[src/hdl/tdc_hit_word_decoder_macros.svh]
// assertion helpers used by the decode module
`ifndef TDC_HIT_WORD_DECODER_MACROS_SVH
`define TDC_HIT_WORD_DECODER_MACROS_SVH
`ifndef NO_ASSERTIONS
`define TDC_ASSERT_SAME(label, ante, cons) \
	label: assert property (@(posedge clk) disable iff (!arst_n) (ante) |-> (cons)) \
		else $error("tdc decoder check failed");
`define TDC_ASSERT_NEXT(label, ante, cons) \
	label: assert property (@(posedge clk) disable iff (!arst_n) (ante) |=> (cons)) \
		else $error("tdc decoder check failed");
`else
`define TDC_ASSERT_SAME(label, ante, cons)
`define TDC_ASSERT_NEXT(label, ante, cons)
`endif
`endif

[src/hdl/tdc_hwd_pkg.sv]
package tdc_hwd_pkg;

	localparam int WORD_W   = 32;
	localparam int EPOCH_W  = 28;
	localparam int COARSE_W = 11;
	localparam int FINE_W   = 10;
	localparam int CHAN_W   = 7;
	localparam int POS_W    = 6;
	localparam int TIME_W   = EPOCH_W + COARSE_W + FINE_W;

	localparam logic [3:0]        EPOCH_TAG    = 4'h6;
	localparam logic [WORD_W-1:0] STOP_WORD    = 32'h0001_5555;
	localparam logic [POS_W-1:0]  POS_MAX      = 6'd63;
	localparam logic [POS_W-1:0]  HEADER_RESET = 6'd13;

	localparam logic STATUS_HIT         = 1'b0;
	localparam logic STATUS_BAD_CHANNEL = 1'b1;

	typedef struct packed {
		logic [WORD_W-1:0] word;
		logic              first_word;
		logic              last_word;
	} in_word_t;

	typedef struct packed {
		logic              status;
		logic [CHAN_W-1:0] channel;
		logic [TIME_W-1:0] time_ticks;
	} result_t;

endpackage

[src/hdl/tdc_hit_word_decoder.sv]
// channel | direction | handshake             | payload
// in      | input     | in_valid / in_ready   | word, first_word, last_word
// out     | output    | out_valid / out_ready | status, channel, time_ticks
// cfg     | input     | cfg_valid / cfg_ready | cfg_data (header_words)
//
// one word accepted per cycle while no result is stalled; a hit is registered
// in the input register, then in the result register, around the decode
// arst_n clears epoch, seen map, word position, stop flag and loads header_words 13
// a stalled result holds the pipeline; the input register keeps taking a word
// while a result waits, then stops until out_ready frees the result register
module tdc_hit_word_decoder #(
	parameter int NUM_CHANNELS = 64
) (
	input  logic        clk,
	input  logic        arst_n,
	input  logic        in_valid,
	output logic        in_ready,
	input  logic [31:0] word,
	input  logic        first_word,
	input  logic        last_word,
	output logic        out_valid,
	input  logic        out_ready,
	output logic        status,
	output logic [6:0]  channel,
	output logic [48:0] time_ticks,
	input  logic        cfg_valid,
	output logic        cfg_ready,
	input  logic [5:0]  cfg_data
);

	logic [tdc_hwd_pkg::POS_W-1:0] header_words_q;
	tdc_hwd_pkg::in_word_t         in_data;
	tdc_hwd_pkg::in_word_t         data_s1;
	tdc_hwd_pkg::result_t          res_s2;
	logic                          valid_s1;
	logic                          take;

	assign cfg_ready = 1'b1;

	always_ff @(posedge clk or negedge arst_n) begin
		if (!arst_n) begin
			header_words_q <= tdc_hwd_pkg::HEADER_RESET;
		end else if (cfg_valid && cfg_ready) begin
			header_words_q <= cfg_data;
		end
	end

	assign in_data.word       = word;
	assign in_data.first_word = first_word;
	assign in_data.last_word  = last_word;

	tdc_hwd_in_stage u_in (
		.clk      (clk),
		.arst_n   (arst_n),
		.in_valid (in_valid),
		.in_ready (in_ready),
		.in_data  (in_data),
		.take     (take),
		.valid_s1 (valid_s1),
		.data_s1  (data_s1)
	);

	tdc_hwd_decode #(
		.NUM_CHANNELS (NUM_CHANNELS)
	) u_dec (
		.clk          (clk),
		.arst_n       (arst_n),
		.valid_s1     (valid_s1),
		.data_s1      (data_s1),
		.take         (take),
		.header_words (header_words_q),
		.res_valid_s2 (out_valid),
		.res_s2       (res_s2),
		.out_ready    (out_ready)
	);

	assign status     = res_s2.status;
	assign channel    = res_s2.channel;
	assign time_ticks = res_s2.time_ticks;

endmodule

[src/hdl/tdc_hwd_in_stage.sv]
module tdc_hwd_in_stage (
	input  logic                  clk,
	input  logic                  arst_n,
	input  logic                  in_valid,
	output logic                  in_ready,
	input  tdc_hwd_pkg::in_word_t in_data,
	input  logic                  take,
	output logic                  valid_s1,
	output tdc_hwd_pkg::in_word_t data_s1
);

	assign in_ready = !valid_s1 || take;

	always_ff @(posedge clk or negedge arst_n) begin
		if (!arst_n) begin
			valid_s1 <= 1'b0;
		end else if (in_ready) begin
			valid_s1 <= in_valid;
		end
	end

	always_ff @(posedge clk) begin
		if (in_ready && in_valid) begin
			data_s1 <= in_data;
		end
	end

endmodule

[src/hdl/tdc_hwd_decode.sv]
`include "tdc_hit_word_decoder_macros.svh"

module tdc_hwd_decode #(
	parameter int NUM_CHANNELS = 64
) (
	input  logic                              clk,
	input  logic                              arst_n,
	input  logic                              valid_s1,
	input  tdc_hwd_pkg::in_word_t             data_s1,
	output logic                              take,
	input  logic [tdc_hwd_pkg::POS_W-1:0]     header_words,
	output logic                              res_valid_s2,
	output tdc_hwd_pkg::result_t              res_s2,
	input  logic                              out_ready
);

	localparam int IDX_W = (NUM_CHANNELS > 1) ? $clog2(NUM_CHANNELS) : 1;
	localparam logic [tdc_hwd_pkg::CHAN_W:0] NUM_CH_L = (tdc_hwd_pkg::CHAN_W + 1)'(NUM_CHANNELS);

	logic [tdc_hwd_pkg::EPOCH_W-1:0] epoch_q;
	logic [NUM_CHANNELS-1:0]         seen_q;
	logic [tdc_hwd_pkg::POS_W-1:0]   pos_q;
	logic                            stopped_q;

	logic [tdc_hwd_pkg::EPOCH_W-1:0] epoch_cur, epoch_n;
	logic [NUM_CHANNELS-1:0]         seen_cur, seen_n;
	logic [tdc_hwd_pkg::POS_W-1:0]   pos_cur, pos_n;
	logic                            stop_cur, stop_n;

	logic [tdc_hwd_pkg::WORD_W-1:0]   w;
	logic [tdc_hwd_pkg::CHAN_W-1:0]   ch;
	logic [IDX_W-1:0]                 ch_idx;
	logic [tdc_hwd_pkg::COARSE_W-1:0] coarse;
	logic [tdc_hwd_pkg::FINE_W-1:0]   fine;
	logic                             ch_ok;
	logic                             produce;
	logic                             is_error;
	tdc_hwd_pkg::result_t             res_n;

	assign take = valid_s1 && (!res_valid_s2 || out_ready);

	assign w      = data_s1.word;
	assign ch     = w[28:22];
	assign ch_idx = ch[IDX_W-1:0];
	assign coarse = w[10:0];
	assign fine   = w[21:12];
	assign ch_ok  = {1'b0, ch} < NUM_CH_L;

	always_comb begin
		epoch_cur = data_s1.first_word ? '0 : epoch_q;
		seen_cur  = data_s1.first_word ? '0 : seen_q;
		pos_cur   = data_s1.first_word ? '0 : pos_q;
		stop_cur  = data_s1.first_word ? 1'b0 : stopped_q;
		epoch_n   = epoch_cur;
		seen_n    = seen_cur;
		pos_n     = pos_cur;
		stop_n    = stop_cur;
		produce   = 1'b0;
		is_error  = 1'b0;
		res_n.status     = tdc_hwd_pkg::STATUS_HIT;
		res_n.channel    = ch;
		res_n.time_ticks = {epoch_cur, coarse, fine};
		if (!stop_cur) begin
			if (pos_cur < tdc_hwd_pkg::POS_MAX) begin
				pos_n = pos_cur + 1'b1;
			end
			if (pos_cur >= header_words) begin
				if (w[31:28] == tdc_hwd_pkg::EPOCH_TAG) begin
					epoch_n = w[tdc_hwd_pkg::EPOCH_W-1:0];
				end else if (w[31]) begin
					if (!ch_ok) begin
						produce  = 1'b1;
						is_error = 1'b1;
						stop_n   = 1'b1;
						res_n.status     = tdc_hwd_pkg::STATUS_BAD_CHANNEL;
						res_n.time_ticks = '0;
					end else if (!seen_cur[ch_idx]) begin
						produce        = 1'b1;
						seen_n[ch_idx] = 1'b1;
					end
				end else if (w == tdc_hwd_pkg::STOP_WORD) begin
					stop_n = 1'b1;
				end
			end
		end
		if (data_s1.last_word) begin
			stop_n = 1'b1;
		end
	end

	always_ff @(posedge clk or negedge arst_n) begin
		if (!arst_n) begin
			epoch_q      <= '0;
			seen_q       <= '0;
			pos_q        <= '0;
			stopped_q    <= 1'b0;
			res_valid_s2 <= 1'b0;
		end else if (take) begin
			epoch_q      <= epoch_n;
			seen_q       <= seen_n;
			pos_q        <= pos_n;
			stopped_q    <= stop_n;
			res_valid_s2 <= produce;
		end else if (out_ready) begin
			res_valid_s2 <= 1'b0;
		end
	end

	always_ff @(posedge clk) begin
		if (take && produce) begin
			res_s2 <= res_n;
		end
	end

	`TDC_ASSERT_SAME(a_err_zero_time, res_valid_s2 && res_s2.status, res_s2.time_ticks == '0)
	`TDC_ASSERT_NEXT(a_err_stops, take && is_error, stopped_q)
	`TDC_ASSERT_NEXT(a_hit_marks_seen, take && produce && !is_error, seen_q[$past(ch_idx)])
	`TDC_ASSERT_NEXT(a_last_stops, take && data_s1.last_word, stopped_q)

endmodule

[config.mk]
export PLATFORM = sky130hd
export DESIGN_NAME = tdc_hit_word_decoder
export DESIGN_NICKNAME = d
export VERILOG_FILES = /design/src/hdl/tdc_hwd_pkg.sv /design/src/hdl/tdc_hit_word_decoder.sv /design/src/hdl/tdc_hwd_in_stage.sv /design/src/hdl/tdc_hwd_decode.sv
export VERILOG_INCLUDE_DIRS = /design/src /design/src/hdl
export SDC_FILE = /design/constraint.sdc
export NUM_CORES = 1
export LEC_CHECK = 0
export ABC_AREA = 1
export BUFFER_PORTS_ARGS = -buffer_cell sky130_fd_sc_hd__buf_2
export CAP_MARGIN = 25
export CORE_MARGIN = 3
export CORE_UTILIZATION = 64
export DETAILED_ROUTE_END_ITERATION = 8
export PLACE_DENSITY = 0.85
export REMOVE_ABC_BUFFERS = 1
export SLEW_MARGIN = 20
export SYNTH_ARGS = -nofsm -noshare
export SYNTH_HDL_FRONTEND = slang
export SYNTH_SLANG_ARGS = --single-unit
[constraint.sdc]
create_clock -name clk -period 8.9 [get_ports clk]
set_input_delay 1.78 -clock clk [delete_from_list [all_inputs] [get_ports clk]]
set_output_delay 1.78 -clock clk [all_outputs]
set_load 0.02 [all_outputs]
==> results.tsv <==
stage	metric	value	unit
floorplanning	initial core utilization	66.08	%
timing	worst slew pin tran	0.8683	ns
global_routing	GRT Util Overall	30.21	%
status	run status	finished, final reports clean	
final_layout	fin cells	1654	
clock_tree	cts hold-fix bufs	0	
clock_tree	TritonCTS clock tree	yes	
timing	Period minus WS final	4.114	ns
timing	RSZ-0062 raised after global routing	no	
clock_tree	root buf cell	clkbuf_16	
final_layout	area delta synth->final	10.16	%
yosys	top post-synthesis cells by area	edfxtp_1 (26%), dfrtp_1 (25%), nand2_1 (14%)	
yosys	post-synth cell types	38	
power	PwrDens	177.6	nW/µm²
floorplanning	die area	18160	µm²
worst_setup_path	R2R depth	16	
floorplanning	Die Wd	134.8	µm
clock_tree	clock buffer count from CTS	17	
worst_setup_path	CP dominant cell by count	nand2_1	
floorplanning	io pins	105	
routing	vias	9378	
yosys	count of warnings emitted by yosys	0	
yosys	Synth Register Bits	198	
clock_tree	Post-CTS Setup Bufs	0	
global_routing	Congestion Overflow GR	0	
yosys	Post-Syn Instances	1372	
yosys	most frequent cells after synthesis	nand2_1 (392), inv_1 (185), nor2_1 (158)	
yosys	top-area cell type share of the netlist area	25.75	%
routing	vias per cell	5.670	
global_routing	initial antenna violation count	2	
place	placed insts	1619	
timing	Final setup viols	0	
place	GP Congestion	0.9178	
floorplanning	FP Rows	46	
clock_tree	CTS Sinks	198	
global_routing	vias in the first global route	8581	
clock_tree	clock buffer depth	2	
flow_run	Max-Cap Viols	0	
global_routing	first-pass GRT wire length	43790	µm
routing	drt pass-1 iters	8	
worst_setup_path	Worst EP arrival	4.19	ns
clock_tree	H-tree levels	4	
timing	final hold vios	0	
worst_setup_path	worst-path cell chain	buf_4 > buf_4 > nor2_1 > nand3_1 > o21ai_0 > nor2_1 > nand2_1 > nand2_1 > nand2_1 > nor2_2 > buf_4 > nand2_1 > nand2_1 > nand2_1 > inv_2 > buf_4	
yosys	Syn Std Cell Area	10610	µm²
yosys	FFs w/ async S/R, synth	54.04	%
yosys	Yosys top cell by area	edfxtp_1	
routing	Final Routed Wirelength	26820	µm
routing	DR WL/cell	16.21	µm
timing	Max Clock Freq	243.1	MHz
place	number of I/O port buffers	103	
worst_setup_path	Worst Setup Start Kind	flop	
clock_tree	clock slew at reported path FFs	0.07	ns
global_routing	largest net degree at the start of global routing	87	
final_layout	number of nets in the layout	1475	
place	Detailed Place HPWL	16660	µm
floorplanning	core box area	16060	µm²
worst_hold_path	Hold Path Depth	2	
clock_tree	clk_lat worst skew	0.44	ns
final_layout	layout cells sized above 1	12.26	%
timing	fin. max-slew vios	0	
power	cell leakage power	0.005540	µW
yosys	top-count cell post-synth	nand2_1	
timing	hold slack	0.4822	ns
worst_setup_path	Worst Path Max Fanout	64	
worst_setup_path	Slowest Stage Delay on Critical Path	0.69	ns
worst_hold_path	min-delay worst type	flop to flop	
timing	Tcrit/Tclk final	46.22	%
floorplanning	Die Y	134.8	µm
yosys	Post-synth EDFFs	91	
timing	setup_tns	0	ns
worst_setup_path	crit end category	flop	
power	Final Power	2076	µW
power	Peak VDD IR	0.1593	mV
worst_setup_path	Crit-path slowest cell	buf_4	
worst_setup_path	Worst Path Required	8.97	ns
routing	Iteration-0 DRC Markers	1301	
worst_setup_path	crit path kind	flop to flop	
timing	relative slew slack	41.63	%
routing	Routed Antenna Nets	0	
clock_tree	Post-CTS Resized	0	
yosys	post-synthesis sequential area ratio	51.02	%
timing	Setup Skew	0.01091	ns
routing	drt drc	0	
yosys	Most used DFF post-synth	dfrtp_1	
yosys	mean post-synth cell area	7.734	µm²
[metrics by stage]
stage | cell area, µm² | setup WS [ns] | util, %
floorplan | 10200 | 3.432 | -
global placement | 11100 | 4.789 | 69.13
detailed placement | 11100 | 4.766 | 69.13
CTS | 11650 | 4.912 | 72.58
global route | 11690 | 4.385 | 72.80
finish | 11690 | 4.786 | 72.80
[state kept, by name (all words and copies together), names as in the netlist]
register	flops
u_dec.res_s2	57
u_in.valid_s1	1
header_words_q	6
u_dec.seen_q	64
u_dec.epoch_q	28
u_dec.stopped_q	1
u_in.data_s1	34
u_dec.pos_q	6
u_dec.res_valid_s2	1
[path summary, 6_finish.rpt]
check	start	end	slack, ns
setup / recovery	u_in.data_s1[1]	u_dec.res_s2[54]	4.79
hold / removal	u_dec.seen_q[23]	u_dec.seen_q[23]	0.48
setup reg to reg	u_in.data_s1[1]	u_dec.res_s2[54]	4.79
hold reg to reg	u_dec.seen_q[23]	u_dec.seen_q[23]	0.48
max in group asynchronous	arst_n	u_dec.epoch_q[7]	6.33
min in group asynchronous	arst_n	u_dec.epoch_q[15]	1.36
[per-layer routing]
metal | track usage (%) | up-vias | part of all wire, %
met1 | 43.07 | 4288 | 41
met5 | 0 | - | 0
li1 | - | 4515 | -
met4 | 10.46 | 0 | 2.8
met2 | 46.47 | 510 | 47
met3 | 6.520 | 65 | 9.3
[final cells by class]
cell class              instances  area, µm²
flip-flops and latches        198       5414
fillers                      1190       4368
multi-input cells             896       4075
inverters                     192      720.7
repair buffers                118      650.6
clock buffers                  19      442.9
well taps                     216      270.3
clock inverters                13      111.4
diodes                          2      5.005
[critical path: cells and delay by family (launching register included)]
kind	cells	cell delay (ns)
AND/OR/NAND/NOR	10	1.11
flip-flops	1	0.33
buffers and inverters	5	2.11
AO/OA/AOI/OAI	1	0.11
[cell usage in the layout (no fill, tap or decap), types with 3 or more instances in the layout]
master | netlist | layout
nor3_1 | 5 | 5
edfxtp_1 | 91 | 91
nor2_2 | 5 | 6
a21oi_1 | 28 | 28
inv_6 | 0 | 3
nor2_1 | 158 | 157
nand2_1 | 392 | 391
a31oi_1 | 36 | 36
buf_2 | 26 | 102
inv_1 | 185 | 182
inv_2 | 6 | 9
nor4_1 | 21 | 21
nand4_1 | 31 | 31
o21ai_1 | 8 | 8
nand3_1 | 57 | 56
ha_1 | 7 | 7
inv_8 | 0 | 4
dfstp_2 | 3 | 3
clkbuf_16 | 0 | 17
dfrtp_1 | 104 | 104
buf_4 | 13 | 15
clkinv_4 | 0 | 3
o21ai_0 | 114 | 114
o211ai_1 | 17 | 17
[report_power, final]
| group | internal [µW] | total (µW) | switching (µW) |
|---|---|---|---|
| Sequential | 1020 | 1040 | 27.2 |
| Clock | 375 | 734 | 360 |
| Combinational | 67.0 | 299 | 232 |
| Total | 1460 | 2080 | 618 |
[logic make-up after synthesis]
kind of cell	after synthesis	synth area share, %
AND/OR/NAND/NOR	676	26.34
flip-flops	198	51.02
other	1	0.03534
AO/OA/AOI/OAI	209	10.84
adder cells (fa/ha/maj)	7	0.8253
buffers and inverters	278	10.67
multiplexers	1	0.1061
XOR/XNOR	2	0.1651
Power figures use the tool's default switching activity.
